--- src/rtl/pbeq_pkg.sv ---
// shared constants, codes and control types for the panel button and encoder qualifier
package pbeq_pkg;

	localparam int OPCODE_W = 3;
	localparam int TIME_W   = 32;
	localparam int POS_W    = 32;
	localparam int EVENT_W  = 2;
	localparam int DELTA_W  = 16;
	localparam int DIV_W    = 5;
	localparam int APB_AW   = 3;
	localparam int APB_DW   = 32;

	localparam int CLICK_COUNT_MAX_DEF = 255;

	// each step retires two quotient bits
	localparam int DIV_BITS_PER_STEP = 2;
	localparam int DIV_STEPS         = POS_W / DIV_BITS_PER_STEP;
	localparam int DIV_CNT_W         = $clog2(DIV_STEPS);

	localparam logic [OPCODE_W-1:0] OP_ENC_EDGE      = 3'd0;
	localparam logic [OPCODE_W-1:0] OP_ESC_EDGE      = 3'd1;
	localparam logic [OPCODE_W-1:0] OP_POSITION      = 3'd2;
	localparam logic [OPCODE_W-1:0] OP_CONSUME_DELTA = 3'd3;
	localparam logic [OPCODE_W-1:0] OP_CONSUME_EVENT = 3'd4;

	localparam logic [EVENT_W-1:0] EV_NONE = 2'd0;
	localparam logic [EVENT_W-1:0] EV_ENC  = 2'd1;
	localparam logic [EVENT_W-1:0] EV_ESC  = 2'd2;

	localparam logic REG_DEBOUNCE = 1'b0;
	localparam logic REG_DIVIDER  = 1'b1;

	localparam logic [TIME_W-1:0] DEBOUNCE_RESET = 32'd5000;
	localparam logic [DIV_W-1:0]  DIVIDER_RESET  = 5'd4;

	typedef struct packed {
		logic load;
		logic exec;
		logic div_start;
		logic div_step;
		logic div_finish;
	} pbeq_cmd_t;

	typedef struct packed {
		logic is_pos;
		logic is_consume;
		logic out_blocked;
	} pbeq_sts_t;

endpackage

--- src/rtl/pbeq_ifs.sv ---
// valid/ready channel interfaces for input and result items
interface pbeq_in_if import pbeq_pkg::*; ();
	logic                       valid;
	logic                       ready;
	logic [OPCODE_W-1:0]        opcode;
	logic                       pressed;
	logic [TIME_W-1:0]          time_us;
	logic signed [POS_W-1:0]    raw_position;

	modport source (output valid, opcode, pressed, time_us, raw_position, input ready);
	modport sink (input valid, opcode, pressed, time_us, raw_position, output ready);
endinterface

interface pbeq_out_if import pbeq_pkg::*; ();
	logic                       valid;
	logic                       ready;
	logic [EVENT_W-1:0]         event_res;
	logic signed [DELTA_W-1:0]  delta;

	modport source (output valid, event_res, delta, input ready);
	modport sink (input valid, event_res, delta, output ready);
endinterface

--- src/rtl/pbeq_regs.sv ---
// apb configuration registers: lockout window and position divider
module pbeq_regs import pbeq_pkg::*; (
	input  logic                clk,
	input  logic                arst_n,
	input  logic                psel,
	input  logic                penable,
	input  logic                pwrite,
	input  logic [APB_AW-1:0]   paddr,
	input  logic [APB_DW-1:0]   pwdata,
	output logic [APB_DW-1:0]   prdata,
	output logic                pready,
	output logic [TIME_W-1:0]   debounce_us,
	output logic [DIV_W-1:0]    position_divider
);

	logic [TIME_W-1:0] debounce_q;
	logic [DIV_W-1:0]  divider_q;
	logic              wr_en;

	assign pready = 1'b1;
	assign wr_en  = psel & penable & pwrite;

	always_ff @(posedge clk or negedge arst_n) begin
		if (!arst_n) begin
			debounce_q <= DEBOUNCE_RESET;
			divider_q  <= DIVIDER_RESET;
		end else if (wr_en) begin
			unique case (paddr[2])
				REG_DEBOUNCE: debounce_q <= pwdata[TIME_W-1:0];
				REG_DIVIDER:  divider_q  <= pwdata[DIV_W-1:0];
				default: ;
			endcase
		end
	end

	always_comb begin
		unique case (paddr[2])
			REG_DEBOUNCE: prdata = debounce_q;
			REG_DIVIDER:  prdata = {{(APB_DW-DIV_W){1'b0}}, divider_q};
			default:      prdata = '0;
		endcase
	end

	assign debounce_us      = debounce_q;
	assign position_divider = divider_q;

endmodule

--- src/rtl/pbeq_ctrl.sv ---
// controller state machine: item intake, execution and divider sequencing
module pbeq_ctrl import pbeq_pkg::*; (
	input  logic      clk,
	input  logic      arst_n,
	input  logic      in_valid,
	output logic      in_ready,
	input  pbeq_sts_t sts,
	output pbeq_cmd_t cmd
);

	typedef enum logic [3:0] {
		ST_IDLE = 4'b0001,
		ST_EXEC = 4'b0010,
		ST_DIV  = 4'b0100,
		ST_FIN  = 4'b1000
	} state_t;

	state_t               state_q;
	state_t               state_d;
	logic [DIV_CNT_W-1:0] cnt_q;

	assign in_ready = (state_q == ST_IDLE);

	always_comb begin
		state_d = state_q;
		cmd     = '0;
		unique case (state_q)
			ST_IDLE: begin
				cmd.load = in_valid;
				if (in_valid) state_d = ST_EXEC;
			end
			ST_EXEC: begin
				if (sts.is_pos) begin
					cmd.div_start = 1'b1;
					state_d       = ST_DIV;
				end else if (!(sts.is_consume && sts.out_blocked)) begin
					cmd.exec = 1'b1;
					state_d  = ST_IDLE;
				end
			end
			ST_DIV: begin
				cmd.div_step = 1'b1;
				if (cnt_q == DIV_CNT_W'(DIV_STEPS - 1)) state_d = ST_FIN;
			end
			ST_FIN: begin
				cmd.div_finish = 1'b1;
				state_d        = ST_IDLE;
			end
			default: state_d = ST_IDLE;
		endcase
	end

	always_ff @(posedge clk or negedge arst_n) begin
		if (!arst_n) begin
			state_q <= ST_IDLE;
			cnt_q   <= '0;
		end else begin
			state_q <= state_d;
			if (cmd.div_start) cnt_q <= '0;
			else if (cmd.div_step) cnt_q <= cnt_q + 1'b1;
		end
	end

endmodule

--- src/rtl/pbeq_dp.sv ---
// datapath: button qualifiers, click counters, iterative divider, delta and result register
module pbeq_dp import pbeq_pkg::*; #(
	parameter int CLICK_COUNT_MAX = CLICK_COUNT_MAX_DEF
) (
	input  logic                       clk,
	input  logic                       arst_n,
	input  logic [OPCODE_W-1:0]        opcode,
	input  logic                       pressed,
	input  logic [TIME_W-1:0]          time_us,
	input  logic signed [POS_W-1:0]    raw_position,
	input  logic [TIME_W-1:0]          debounce_us,
	input  logic [DIV_W-1:0]           position_divider,
	input  pbeq_cmd_t                  cmd,
	output pbeq_sts_t                  sts,
	input  logic                       out_ready,
	output logic                       out_valid,
	output logic [EVENT_W-1:0]         event_res,
	output logic signed [DELTA_W-1:0]  delta
);

	localparam int CNT_W = $clog2(CLICK_COUNT_MAX + 1);
	localparam logic [CNT_W-1:0] CNT_MAX = CNT_W'(CLICK_COUNT_MAX);

	// item register
	logic [OPCODE_W-1:0] op_q;
	logic                pressed_q;
	logic [TIME_W-1:0]   time_q;
	logic [POS_W-1:0]    raw_q;

	// qualifier state
	logic              enc_held_q, esc_held_q;
	logic [TIME_W-1:0] enc_last_q, esc_last_q;
	logic [CNT_W-1:0]  enc_cnt_q, esc_cnt_q;
	logic [POS_W-1:0]  last_step_q;
	logic [DELTA_W-1:0] pending_q;

	// divider
	logic [DIV_W-1:0]  div_q;
	logic [DIV_W-1:0]  rem_q;
	logic [POS_W-1:0]  mag_q;
	logic              neg_q;
	logic [DIV_W:0]    r1_ext, r2_ext;
	logic [DIV_W-1:0]  r1, r2;
	logic              b1, b2;
	logic [POS_W-1:0]  quot;

	// result register
	logic                out_valid_q;
	logic [EVENT_W-1:0]  event_q;
	logic [DELTA_W-1:0]  delta_q;

	logic enc_open, esc_open;

	assign sts.is_pos      = (op_q == OP_POSITION);
	assign sts.is_consume  = (op_q == OP_CONSUME_DELTA) || (op_q == OP_CONSUME_EVENT);
	assign sts.out_blocked = out_valid_q & ~out_ready;

	assign enc_open = (time_q - enc_last_q) >= debounce_us;
	assign esc_open = (time_q - esc_last_q) >= debounce_us;

	// two restoring steps per cycle
	always_comb begin
		r1_ext = {rem_q, mag_q[POS_W-1]};
		b1     = r1_ext >= {1'b0, div_q};
		r1     = b1 ? DIV_W'(r1_ext - {1'b0, div_q}) : r1_ext[DIV_W-1:0];
		r2_ext = {r1, mag_q[POS_W-2]};
		b2     = r2_ext >= {1'b0, div_q};
		r2     = b2 ? DIV_W'(r2_ext - {1'b0, div_q}) : r2_ext[DIV_W-1:0];
	end

	assign quot = neg_q ? (~mag_q + 1'b1) : mag_q;

	always_ff @(posedge clk) begin
		if (cmd.load) begin
			op_q      <= opcode;
			pressed_q <= pressed;
			time_q    <= time_us;
			raw_q     <= raw_position;
		end
		if (cmd.div_start) begin
			div_q <= (position_divider == '0) ? DIV_W'(1) : position_divider;
			rem_q <= '0;
			neg_q <= raw_q[POS_W-1];
			mag_q <= raw_q[POS_W-1] ? (~raw_q + 1'b1) : raw_q;
		end else if (cmd.div_step) begin
			rem_q <= r2;
			mag_q <= {mag_q[POS_W-3:0], b1, b2};
		end
	end

	always_ff @(posedge clk or negedge arst_n) begin
		if (!arst_n) begin
			enc_held_q  <= 1'b0;
			esc_held_q  <= 1'b0;
			enc_last_q  <= '0;
			esc_last_q  <= '0;
			enc_cnt_q   <= '0;
			esc_cnt_q   <= '0;
			last_step_q <= '0;
			pending_q   <= '0;
			out_valid_q <= 1'b0;
		end else begin
			if (cmd.exec && sts.is_consume) out_valid_q <= 1'b1;
			else if (out_valid_q && out_ready) out_valid_q <= 1'b0;
			if (cmd.div_finish) begin
				last_step_q <= quot;
				pending_q   <= pending_q + quot[DELTA_W-1:0] - last_step_q[DELTA_W-1:0];
			end
			if (cmd.exec) begin
				unique case (op_q)
					OP_ENC_EDGE: begin
						if (enc_open) begin
							enc_last_q <= time_q;
							if (pressed_q) begin
								enc_held_q <= 1'b1;
							end else if (enc_held_q) begin
								enc_held_q <= 1'b0;
								if (enc_cnt_q != CNT_MAX) enc_cnt_q <= enc_cnt_q + 1'b1;
							end
						end
					end
					OP_ESC_EDGE: begin
						if (esc_open) begin
							esc_last_q <= time_q;
							if (pressed_q) begin
								esc_held_q <= 1'b1;
							end else if (esc_held_q) begin
								esc_held_q <= 1'b0;
								if (esc_cnt_q != CNT_MAX) esc_cnt_q <= esc_cnt_q + 1'b1;
							end
						end
					end
					OP_CONSUME_DELTA: begin
						pending_q <= '0;
					end
					OP_CONSUME_EVENT: begin
						if (enc_cnt_q != '0) enc_cnt_q <= enc_cnt_q - 1'b1;
						else if (esc_cnt_q != '0) esc_cnt_q <= esc_cnt_q - 1'b1;
					end
					default: ;
				endcase
			end
		end
	end

	// result payload
	always_ff @(posedge clk) begin
		if (cmd.exec && op_q == OP_CONSUME_DELTA) begin
			event_q <= EV_NONE;
			delta_q <= pending_q;
		end else if (cmd.exec && op_q == OP_CONSUME_EVENT) begin
			delta_q <= '0;
			if (enc_cnt_q != '0) event_q <= EV_ENC;
			else if (esc_cnt_q != '0) event_q <= EV_ESC;
			else event_q <= EV_NONE;
		end
	end

	assign out_valid = out_valid_q;
	assign event_res = event_q;
	assign delta     = delta_q;

endmodule

--- src/rtl/panel_button_encoder_qualifier_unit.sv ---
// top level: apb registers, controller and datapath of the button and encoder qualifier
// execution: each item is loaded on accept and run in the EXEC state; a consume item
// sets a result, but stays in EXEC while an earlier result waits in the output register
// position update: EXEC, then the 16 steps of the radix-4 divider in DIV, then FIN
// intake: no new item is taken until the current item or position update is done
// reset: arst_n clears held flags, edge times, counts, delta and the result valid flag
module panel_button_encoder_qualifier_unit import pbeq_pkg::*; #(
	parameter int CLICK_COUNT_MAX = CLICK_COUNT_MAX_DEF
) (
	input  logic              clk,
	input  logic              arst_n,
	pbeq_in_if.sink           in_item,
	pbeq_out_if.source        out_item,
	input  logic              psel,
	input  logic              penable,
	input  logic              pwrite,
	input  logic [APB_AW-1:0] paddr,
	input  logic [APB_DW-1:0] pwdata,
	output logic [APB_DW-1:0] prdata,
	output logic              pready
);

	logic [TIME_W-1:0] debounce_us;
	logic [DIV_W-1:0]  position_divider;
	pbeq_cmd_t         cmd;
	pbeq_sts_t         sts;

	pbeq_regs u_regs (
		.clk              (clk),
		.arst_n           (arst_n),
		.psel             (psel),
		.penable          (penable),
		.pwrite           (pwrite),
		.paddr            (paddr),
		.pwdata           (pwdata),
		.prdata           (prdata),
		.pready           (pready),
		.debounce_us      (debounce_us),
		.position_divider (position_divider)
	);

	pbeq_ctrl u_ctrl (
		.clk      (clk),
		.arst_n   (arst_n),
		.in_valid (in_item.valid),
		.in_ready (in_item.ready),
		.sts      (sts),
		.cmd      (cmd)
	);

	pbeq_dp #(
		.CLICK_COUNT_MAX (CLICK_COUNT_MAX)
	) u_dp (
		.clk              (clk),
		.arst_n           (arst_n),
		.opcode           (in_item.opcode),
		.pressed          (in_item.pressed),
		.time_us          (in_item.time_us),
		.raw_position     (in_item.raw_position),
		.debounce_us      (debounce_us),
		.position_divider (position_divider),
		.cmd              (cmd),
		.sts              (sts),
		.out_ready        (out_item.ready),
		.out_valid        (out_item.valid),
		.event_res        (out_item.event_res),
		.delta            (out_item.delta)
	);

endmodule

--- src/flat_wrapper.sv ---
// flat-port wrapper written by rule: the top's interface ports become plain ports
module panel_button_encoder_qualifier_unit_flat import pbeq_pkg::*;
#(
	parameter int CLICK_COUNT_MAX = CLICK_COUNT_MAX_DEF
)
  (clk, arst_n, psel, penable, pwrite, paddr, pwdata, prdata, pready, in_item_valid, in_item_opcode, in_item_pressed, in_item_time_us, in_item_raw_position, in_item_ready, out_item_valid, out_item_event_res, out_item_delta, out_item_ready);
  pbeq_in_if in_item_i ();
  pbeq_out_if out_item_i ();
  input  logic clk;
  input  logic arst_n;
  input  logic psel;
  input  logic penable;
  input  logic pwrite;
  input  logic [APB_AW-1:0] paddr;
  input  logic [APB_DW-1:0] pwdata;
  output logic [APB_DW-1:0] prdata;
  output logic pready;
  input wire logic [$bits(in_item_i.valid)-1:0] in_item_valid;
  input wire logic [$bits(in_item_i.opcode)-1:0] in_item_opcode;
  input wire logic [$bits(in_item_i.pressed)-1:0] in_item_pressed;
  input wire logic [$bits(in_item_i.time_us)-1:0] in_item_time_us;
  input wire logic [$bits(in_item_i.raw_position)-1:0] in_item_raw_position;
  output wire logic [$bits(in_item_i.ready)-1:0] in_item_ready;
  output wire logic [$bits(out_item_i.valid)-1:0] out_item_valid;
  output wire logic [$bits(out_item_i.event_res)-1:0] out_item_event_res;
  output wire logic [$bits(out_item_i.delta)-1:0] out_item_delta;
  input wire logic [$bits(out_item_i.ready)-1:0] out_item_ready;
  assign in_item_i.valid = in_item_valid;
  assign in_item_i.opcode = in_item_opcode;
  assign in_item_i.pressed = in_item_pressed;
  assign in_item_i.time_us = in_item_time_us;
  assign in_item_i.raw_position = in_item_raw_position;
  assign in_item_ready = in_item_i.ready;
  assign out_item_valid = out_item_i.valid;
  assign out_item_event_res = out_item_i.event_res;
  assign out_item_delta = out_item_i.delta;
  assign out_item_i.ready = out_item_ready;
  panel_button_encoder_qualifier_unit #(.CLICK_COUNT_MAX(CLICK_COUNT_MAX)) u_core (.clk(clk), .arst_n(arst_n), .in_item(in_item_i), .out_item(out_item_i), .psel(psel), .penable(penable), .pwrite(pwrite), .paddr(paddr), .pwdata(pwdata), .prdata(prdata), .pready(pready));
endmodule
--- config.mk ---
export PLATFORM = sky130hd
export DESIGN_NAME = panel_button_encoder_qualifier_unit_flat
export DESIGN_NICKNAME = d
export VERILOG_FILES = /design/src/rtl/pbeq_pkg.sv /design/src/rtl/pbeq_ifs.sv /design/src/rtl/pbeq_regs.sv /design/src/rtl/pbeq_ctrl.sv /design/src/rtl/pbeq_dp.sv /design/src/rtl/panel_button_encoder_qualifier_unit.sv /design/src/flat_wrapper.sv
export SDC_FILE = /design/constraint.sdc
export NUM_CORES = 1
export LEC_CHECK = 0
export BUFFER_PORTS_ARGS = -buffer_cell sky130_fd_sc_hd__buf_2
export CAP_MARGIN = 5
export CORE_AREA = 2 2 304 246
export CTS_CLUSTER_DIAMETER = 30
export DETAILED_ROUTE_END_ITERATION = 7
export DIE_AREA = 0 0 306 248
export MAX_ROUTING_LAYER = met4
export PLACE_DENSITY = 0.37
export SLEW_MARGIN = 10
export SYNTH_ARGS = -nofsm -noshare
export SYNTH_HDL_FRONTEND = slang
export SYNTH_SLANG_ARGS = --single-unit
--- constraint.sdc ---
create_clock -name clk -period 13.4 [get_ports clk]
set_clock_uncertainty 0.2 [all_clocks]
set_input_delay 0.67 -clock clk [delete_from_list [all_inputs] [get_ports clk]]
set_output_delay 0.67 -clock clk [all_outputs]
set_load 0.01 [all_outputs]
======== Yosys cells after proc, flatten, opt, wreduce, memory -nomap -nowiden ========
Cells that the tools add are included.
operators by class
  add/sub/neg operators ................... 13
  magnitude comparators ................... 4
  equal/unequal tests ..................... 25
  multiplexer cells ....................... 44
  bitwise operators ....................... 7
  reduce and logical (&&, ||, !) cells .... 22
operators with widths
  kind                                               count
  two-way mux 16 bit                                 6
  two-way mux 32 bit                                 3
  two-way mux 8 bit                                  11
  greater-or-equal comparator 32 bit                 2
  case mux 32 bit (2 select lines)                   1
  subtractor 32 bit                                  2
  adder 32 x 1 -> 32 bit (second input constant)     1
  NOT 32 bit                                         1
  case mux 8 bit (2 select lines)                    2
  two-way mux 4 bit                                  6
  inequality test 2 bit (second input constant)      11
  adder 16 x 1 -> 16 bit (second input constant)     1
  adder 16 bit                                       1
  adder 8 x 1 -> 8 bit (second input constant)       2
  inequality test 8 bit (second input constant)      2
  NOT 16 bit                                         1
  nonzero test 8 bit                                 2
  subtractor 16 bit                                  1
  subtractor 8 x 1 -> 8 bit (second input constant)  2
  greater-or-equal comparator 6 x 5 -> 1 bit         2
  case mux 4 bit (3 select lines)                    1
  two-way mux 5 bit                                  2
  nonzero test 2 bit                                 5
  subtractor 5 bit                                   2
  22 further kinds                                   45
word-level totals
  bits in registers ....................... 289
  bits of input ports ..................... 110
  output and inout port bits .............. 53
  logic and storage cells ................. 138

======== Depth between registers and ports, before layout ========
Gate-level depths: netlist of run 1.
  word-level depth ........................ 9
  gate-level depth with buffers ........... 24
  depth with buffers taken out ............ 23

======== Cells and area by module ========
Synthesis of run 1 repeated with hierarchy kept, for this count alone.
second synthesis, totals
  cell total of the unflattened synthesis .. 1,726
  area total of the unflattened synthesis .. 18,351.4 µm²
modules (own cells, without submodules)
  module     times used  cells an instance  area each (µm²)  sequential area each (µm²)
  pbeq_dp    1           1,566              16,100.4         6,681.4
  pbeq_regs  1           117                1,786.7          933.4
  pbeq_ctrl  1           43                 464.2            201.4

======== Least setup slack after synthesis of run 1 ========
OpenSTA, ideal clock, no wires.
  kind .................................... reg2reg
  from .................................... reg u_core.u_dp.time_q[0]
  to ...................................... reg u_core.u_dp.enc_last_q[10]
  setup time .............................. 125 ps
  arrival ................................. 4,939 ps
  data required time ...................... 13,075 ps
  slack ................................... 8,136 ps
  cell stages (with the launch flop) ...... 24
  path buffers ............................ 1
  clock period less this slack ............ 5,264 ps
  cell sequence ........................... edfxtp_1 -> inv_1 -> ha_1 -> inv_1 -> fa_1 -> a21o_1 -> a21oi_1 -> o21a_1 -> o311a_1 -> o21ai_0 -> o21ai_0 -> o21ai_0 -> o41ai_1 -> xnor2_1 -> ha_1 -> nor2b_1 -> o21ai_0 -> nand2b_1 -> a211o_1 -> nor4_1 -> nor3_1 -> nand2_1 -> buf_1 -> mux2_2
on the way
  word-level cells in the longest chain between the ends .. 3
RTL lines
  what                                RTL line        source
  from (decl)                         pbeq_dp.sv:27   logic [TIME_W-1:0] time_q;
  from (signal assigned)              pbeq_dp.sv:77   time_q <= time_us;
  subtractor 32 bit                   pbeq_dp.sv:58   assign enc_open = (time_q - enc_last_q) >= debounce_us;
  greater-or-equal comparator 32 bit  pbeq_dp.sv:58
  AND reduction 3 bit (no line)       --
  to (signal assigned)                pbeq_dp.sv:113  enc_last_q <= time_q;
  to (decl)                           pbeq_dp.sv:32   logic [TIME_W-1:0] enc_last_q, esc_last_q;
Every way passes these cells.
A chain may end at the register's enable or synchronous reset.

======== Worst setup path after layout of run 1 ========
  from .................................... reg u_core.u_dp.time_q[0]
  to ...................................... reg u_core.u_dp.enc_cnt_q[6]
on the way
  word-level cells in the longest chain between the ends .. 4
RTL lines
  what                                RTL line        source
  subtractor 32 bit                   pbeq_dp.sv:58
  greater-or-equal comparator 32 bit  pbeq_dp.sv:58
  inequality test 2 bit (no line)     --
  AND reduction 7 bit (no line)       --
  to (signal assigned)                pbeq_dp.sv:118  if (enc_cnt_q != CNT_MAX) enc_cnt_q <= enc_cnt_q + 1'b1;
  to (signal assigned)                pbeq_dp.sv:137  if (enc_cnt_q != '0) enc_cnt_q <= enc_cnt_q - 1'b1;
  to (decl)                           pbeq_dp.sv:33   logic [CNT_W-1:0] enc_cnt_q, esc_cnt_q;
Every way passes these cells.

==> results by group, run 1 <==
Logic synthesis
  – Post-Syn Instances: 1745
  – Synth warnings: 0
  – Post-synthesis register bit count: 289
  – Post-synth top flop: dfrtp_1
  – Synth area leader: dfrtp_1
  – Async SR Flop Fraction: 55.4%
  – Netlist cell types: 70
  – Yosys top cell area share: 21.1%
  – Synth Cell Area: 18100 um2
  – Most common cell in the synthesized netlist: ha_1
  – Seq/Total Area, Yosys: 43.1%
  – Synth area leaders: dfrtp_1 21%, edfxtp_1 20%, ha_1 12%
  – EDFF count, synth: 122
  – Commonest cells in the netlist: 167 x ha_1, 153 x dfrtp_1, 148 x inv_1
  – Mapped Nets: 2043
  – Mean Syn Cell Area: between 10 and 15 um2

Die
  – Ports: 163
  – Placeable Area: 72900 um2
  – Chip width: 306 um
  – Die footprint: 75900 um2
  – Initial Utilization: 24.8%
  – Chip height: ~250 um
  – Rows: 89

Global routing
  – First-pass GRT wire length: ~77000 um
  – Number of global-route vias before repair: ~14000
  – Largest net degree at the start of global routing: 89
  – Initial antenna violation count: 2
  – Remaining Overflow, GRT: 0
  – Total track usage: 13.4%

Final layout
  – Layout area overhead: 28.5%
  – Fraction of layout cells with a size suffix above 1: about 21%
  – Final #Nets: 2288

Clock network
  – Clock sink count: 289
  – Clock Pin Slew Worst Setup and Hold Paths: 0.04 ns
  – CTS tree: done
  – Post-CTS Setup Inserts: 0
  – CTS Buf Count: 90
  – CTS root buf: clkbuf_16
  – Clock Latency Late Sink: 0.62 ns
  – H-tree depth: 3
  – Clock Path Buffers: 3

Pwr
  – Cell internal pwr: between 3 and 4 mW
  – Comb power frac: between 30% and 40%
  – Pleak: 10.2 nW
  – Clk pwr share: 39.8%
  – Sequential Power Share: 24.3%
  – Sw frac: 34.9%
  – Max VDD drop: between 100 and 150 uV
  – Net Sw Power: 1.78 mW
  – Overall power: 5.09 mW
  – Pwr/cell area: 219 nW/um2

Setup path
  – Max FO, Critical Path: 7
  – Crit path largest cell delay: 0.77 ns
  – Crit-path cells: inv_1, ha_1, inv_1, fa_1, a21o_1, a21oi_1, o21a_1, o311a_1, o21ai_0, o21ai_0, o21ai_0, o41ai_1, xnor2_1, ha_1, nor2b_1, o21ai_0, nand2b_1, a211o_1, nor4_1, nor3_1, o21ai_1, mux2_2
  – WS Path Type: reg -> reg
  – Crit end category: flop
  – Critical Path Source: u_core.u_dp.time_q[0]
  – Arrival time worst endpoint: approximately 7.4 ns
  – CP required: ~14 ns
  – Most used cell, CP: o21ai_0
  – Reg2Reg Launch Point: u_core.u_dp.time_q[0]
  – Critical Path Source Type: flop
  – Critical-path top delay cell: nor4_1

Drt
  – Vias: between 10000 and 15000
  – Final ANT Viol Nets: 0
  – Initial drt markers: 808
  – Vias per std cell: 4.46
  – DRT Pass-1 Iters: 5
  – DRC: 0
  – Drt wl/cell: 16.2 um
  – Routed wire length: 48800 um

Place
  – Post-Place Setup Slack: about 6.2 ns
  – Number of port buffers: 159
  – DP HPWL: about 36000 um
  – Placer Congestion: about 0.8

Timing
  – Worst relative slew slack: 25.8%
  – Post-route clock period utilization: 52.8%
  – TNS Setup: 0 ns
  – Final Max Tran Viols: 0
  – Post-layout minimum cycle time: between 7 and 8 ns
  – Final setup violation count: 0
  – Hold Vio Cnt, Final: 0
  – Min Hold Slack: a little over 0.04 ns
  – Max Fclk: around 140 MHz
  – Slew at the pin with the worst max-slew slack: around 1.1 ns
  – Setup ws final: 6.33 ns
  – Unrepaired setup endpoints after global routing: no

Worst hold path
  – Hold crit path type: in -> reg
  – Hold Path Origin: in_item_raw_position[14]

Run status
  – Status: finished, final reports clean

Job
  – Max-Cap Viols: 0
==> flip-flops by register name, indices dropped and copies added (netlist names), 8 cells and up <==
register                   cells
u_core.u_dp.raw_q             32
u_core.u_dp.enc_last_q        32
u_core.u_dp.last_step_q       16
u_core.u_dp.mag_q             32
u_core.u_dp.enc_cnt_q          8
u_core.u_dp.esc_cnt_q          8
u_core.u_dp.delta             16
u_core.u_regs.debounce_us     32
u_core.u_dp.time_q            32
u_core.u_dp.pending_q         16
u_core.u_dp.esc_last_q        32
==> through the flow <==
step	utilization (%)	instance area [um2]	cells
after floorplan	-	18100	1745
after global placement	27.5	20000	2826
after detailed placement	27.5	20000	2826
after CTS	31.9	23300	3018
after global routing	31.9	23300	3019
final	31.9	23300	3020
==> power by group through the flow <==
stage / logic (mW) / clock network (mW) / registers, mW
CTS: 1.84 / 2.08 / 1.24
global placement: 1.81 / 0 / 1.25
finish: 1.83 / 2.02 / 1.24
detailed placement: 1.82 / 0 / 1.25
global route: 2.08 / 2.13 / 1.27
floorplan: 1.36 / 0 / 1.20
==> cells by family (layout without fill, tap and decap cells) <==
kind of cell,after synthesis,count (layout),synth area share [%]
AO/OA/AOI/OAI,390,390,13.5
flip-flops,289,289,43.1
other,1,2,0.0207
XOR/XNOR,140,140,6.77
multiplexers,113,113,7.01
adder cells (fa/ha/maj),188,188,13.9
AND/OR/NAND/NOR,431,431,11.7
buffers and inverters,193,512,4.02
==> final timing paths <==
path                                               end  slack (ns)  cells past startpoint
setup / recovery              u_core.u_dp.enc_cnt_q[6]        6.33                     22
hold / removal                   u_core.u_dp.raw_q[14]        0.04                      1
setup reg to reg              u_core.u_dp.enc_cnt_q[6]        6.33                     22
hold reg to reg             u_core.u_dp.last_step_q[0]        0.29                      2
max in group asynchronous  u_core.u_dp.last_step_q[15]       10.96                      3
min in group asynchronous    u_core.u_dp.esc_last_q[6]        0.52                      2
==> cells in the final DEF, fill, tap and decap left out, types with 91 or more instances in the layout <==
cell,instances
buf_2,158
o21ai_0,122
inv_1,147
nand2_1,143
dfrtp_1,153
nor2_1,98
a21oi_1,97
ha_1,167
edfxtp_1,122
mux2_2,111
clkbuf_16,91
==> layout make-up <==
type                    instances  area [um2]
repair buffers                198        1160
clock inverters                52         559
clock buffers                 114        2400
multi-input cells            1263        9590
fillers                      7477       49700
flip-flops and latches        289        7820
diodes                          1        2.50
well taps                     955        1190
inverters                     148         557
==> worst max-delay path: cells and delay by family (launching register included) <==
kind | cells | cell delay, ns
buffers and inverters | 2 | 0.16
and+or+nand+nor | 4 | 1.22
xor gates and xnor gates | 1 | 0.17
adders and majority gates | 3 | 0.82
muxes | 1 | 0.42
AOI/OAI and AO/OA | 11 | 3.54
DFF | 1 | 0.41
==> timing repair <==
item | in CTS | in global routing
resized for setup | 0 | 0
hold buffers | 26 | 1
hold endpoints to repair | 34 | 1
==> metal layers <==
| metal | track usage [%] | vias up | wire (um) |
|---|---|---|---|
| met3 | 2.97 | 88 | 2200 |
| met4 | 3.87 | 0 | 1040 |
| met5 | - | - | 0 |
| met1 | 19.0 | 6376 | 25400 |
| met2 | 18.7 | 241 | 20200 |
| li1 | - | 6776 | - |
Note: power is estimated with default switching activity, not from simulation.
==> run 2, diff against run 1 <==
--- a/config.mk
+++ b/config.mk
@@ -12,7 +12,7 @@
 export DETAILED_ROUTE_END_ITERATION = 7
 export DIE_AREA = 0 0 306 248
 export MAX_ROUTING_LAYER = met4
-export PLACE_DENSITY = 0.37
+export PLACE_DENSITY = 0.38
 export SLEW_MARGIN = 10
 export SYNTH_ARGS = -nofsm -noshare
 export SYNTH_HDL_FRONTEND = slang
==> constraint.sdc (replaced) <==
create_clock -name clk -period 6.45 [get_ports clk]
set_clock_uncertainty 0.2 [all_clocks]
set_input_delay 0.3225 -clock clk [delete_from_list [all_inputs] [get_ports clk]]
set_output_delay 0.3225 -clock clk [all_outputs]
set_load 0.01 [all_outputs]
==> run 2 against run 1 <==
Net effect:
- setup slack got worse by 5.8 ns
- total power increased by 110%
- combinational power grew 110%
- clock-buffer cell count decreased by 1
- design area rose by 3.7%
- maximum frequency up 20%
- clock power rose by 110%
- final cell count up 2.6%
- die area unchanged
- sequential share of layout area decreased by 1.2 points
==> results by group, run 2 (synthesis results as in run 1) <==
Setup path
  – Max FO, Critical Path: 30 (+23)
  – Arrival time worst endpoint: 6.18 ns (-1.18 ns)
  – Crit end category: flop
  – Critical Path Source Type: flop
  – Critical-path top delay cell: edfxtp_1
  – Most used cell, CP: o21ai_0
  – WS Path Type: reg -> reg
  – Crit path largest cell delay: 0.41 ns (-0.36 ns)
  – Buf/Inv on CP: 3 (+1)
  – CP required: 6.73 ns (-6.95 ns)
  – Crit-path leading delay family: compound AO/OA/AOI/OAI gates
  – Crit-path cells: inv_1, ha_1, inv_1, fa_1, a21o_1, a21oi_1, o21a_1, o311a_1, o21ai_0, o21ai_0, o21ai_0, o41ai_2, xnor2_1, ha_1, nor2b_1, o21ai_0, nand2b_1, a211o_1, nor4_2, nor3_1, nand2_1, buf_12, mux2_2

Final layout
  – Final #Nets: 2368 (+3.5%)
  – Most frequent cells in the layout: 167 x ha_1, 158 x buf_2, 153 x dfrtp_1, 147 x inv_1, 143 x nand2_1
  – Fraction of layout cells with a size suffix above 1: 21.2% (-0.28 points)
  – Commonest non-fill, non-tap cell in the layout: ha_1
  – Diodes inserted: 0 (-1)
  – Layout area overhead: 33.2%

Timing
  – Post-layout minimum cycle time: 5.89 ns (-1.18 ns)
  – Final Max Tran Viols: 0 (unchanged)
  – Hold Vio Cnt, Final: 0 (unchanged)
  – TNS Setup: 0 ns (unchanged)
  – Worst relative slew slack: 26.2% (+0.46 points)
  – Post-route clock period utilization: 91.4% (+39 points)
  – Unrepaired setup endpoints after global routing: no
  – Slew at the pin with the worst max-slew slack: 1.11 ns (-0.00689 ns)
  – Final setup violation count: 0 (unchanged)
  – Max Fclk: 170 MHz (+20%)

Drt
  – DRC: 0 (unchanged)
  – Final ANT Viol Nets: 0 (unchanged)
  – Vias: 13686 (+1.5%)
  – Routed wl met3: 1780 um (-19%)
  – DR WL met2: 20200 um (about the same)
  – Vias per std cell: 4.42 (-1.0%)
  – Initial drt markers: 681 (-16%)
  – Drt wl/cell: 15.7 um (-2.7%)
  – Routed wire length: 48700 um (-0.21%)
  – Top layer reached by signal wires: met4
  – Met1 WL: 25300 um (-0.15%)
  – DRT Pass-1 Iters: 5 (unchanged)

Pwr
  – Pleak: 10.6 nW (+3.6%)
  – Pwr/cell area: 441 nW/um2 (+100%)
  – Overall power: 10.6 mW (+110%)
  – Max VDD drop: 182 uV (+81%)

Run status
  – Status: finished, final reports clean

Die
  – Initial Utilization: 24.8% (unchanged)
  – Ports: 163 (unchanged)
  – Rows: 89 (unchanged)
  – Chip height: 248 um (unchanged)
  – Placeable Area: 72900 um2 (unchanged)
  – Die footprint: 75900 um2 (unchanged)
  – Chip width: 306 um (unchanged)

Clock network
  – H-tree depth: 3 (unchanged)
  – Post-CTS Setup Inserts: 0 (unchanged)
  – Clock Pin Slew Worst Setup and Hold Paths: 0.04 ns (about the same)
  – Clock Path Buffers: 3 (unchanged)
  – CTS root buf: clkbuf_16
  – CTS Buf Count: 85 (-5.6%)
  – Clock Latency Late Sink: 0.62 ns (about the same)
  – Clock sink count: 289 (unchanged)
  – CTS tree: done

Global routing
  – Largest net degree at the start of global routing: 68 (-24%)
  – Initial antenna violation count: 0 (-2)
  – Total track usage: 13.5% (+0.11 points)
  – Number of global-route vias before repair: 13949 (+3.2%)
  – First-pass GRT wire length: 77900 um (+1.2%)
  – Remaining Overflow, GRT: 0 (unchanged)

Worst hold path
  – Hold crit path type: in -> async

Place
  – Number of port buffers: 159 (unchanged)
  – DP HPWL: 36300 um (+0.85%)
  – Placer Congestion: 0.832 (+1.4%)

Job
  – Max-Cap Viols: 0 (unchanged)
==> run 2: cell count changes in the layout (fill, tap and decap cells not counted), sizes merged <==
cell and change:
buf +9, bufinv +3, clkbuf -1, clkinv -8
diode -1, dlygate4sd3 +76
==> run 2: where the power goes <==
part / internal [mW] / switching, mW
combinational: 1.72 / 2.11
sequential: 2.29 / 0.285
clock: 2.96 / 1.27
==> run 2: area by class of cell <==
class                   count  area, um2
fillers                  7328      48800
multi-input cells        1263       9610
flip-flops and latches    289       7820
clock buffers             113       2310
repair buffers            283       2000
well taps                 955       1190
clock inverters            47        651
inverters                 148        557
==> run 2: layer usage <==
metal  track usage (%)  vias to the layer above
met3              2.72                       90
met5                 -                        -
met1              19.0                     6421
li1                  -                     6937
met2              18.8                      238
met4              5.13                        0
==> run 2: final timing paths <==
kind,from,endpoint,slack (ns),cells after the start
worst min-delay path,arst_n,u_core.u_regs.debounce_us[5],0.06,2
worst min register to register,u_core.u_dp.rem_q[4],u_core.u_dp.rem_q[4],0.26,2
min in group clk,pwrite,u_core.u_regs.position_divider[3],0.20,3
max in group asynchronous,arst_n,u_core.u_regs.debounce_us[28],4.78,3
worst max-delay path,u_core.u_dp.time_q[0],u_core.u_dp.enc_last_q[22],0.56,23
worst max register to register,u_core.u_dp.time_q[0],u_core.u_dp.enc_last_q[22],0.56,23
==> run 2: stage by stage <==
| stage | cells | cell area [um2] | hold WS (ns) | worst slack, ns | util [%] |
|---|---|---|---|---|---|
| floorplan | 1745 | 18100 | -0.173 | 1.19 | - |
| CTS | 3098 | 24100 | 0.0819 | 0.287 | 33.1 |
| finish | 3098 | 24100 | 0.0627 | 0.557 | 33.1 |
| detailed placement | 2835 | 20100 | 0.106 | 0.342 | 27.6 |
| global route | 3098 | 24100 | 0.135 | 0.00278 | 33.1 |
| global placement | 2835 | 20100 | 0.104 | 0.434 | 27.6 |
==> run 2: repair_timing <==
| item | in CTS | in global routing |
|---|---|---|
| setup endpoints to repair | 0 | 39 |
| endpoints found under the hold margin | 156 | 0 |
| hold buffers | 103 | 0 |
| resized for setup | 0 | 3 |
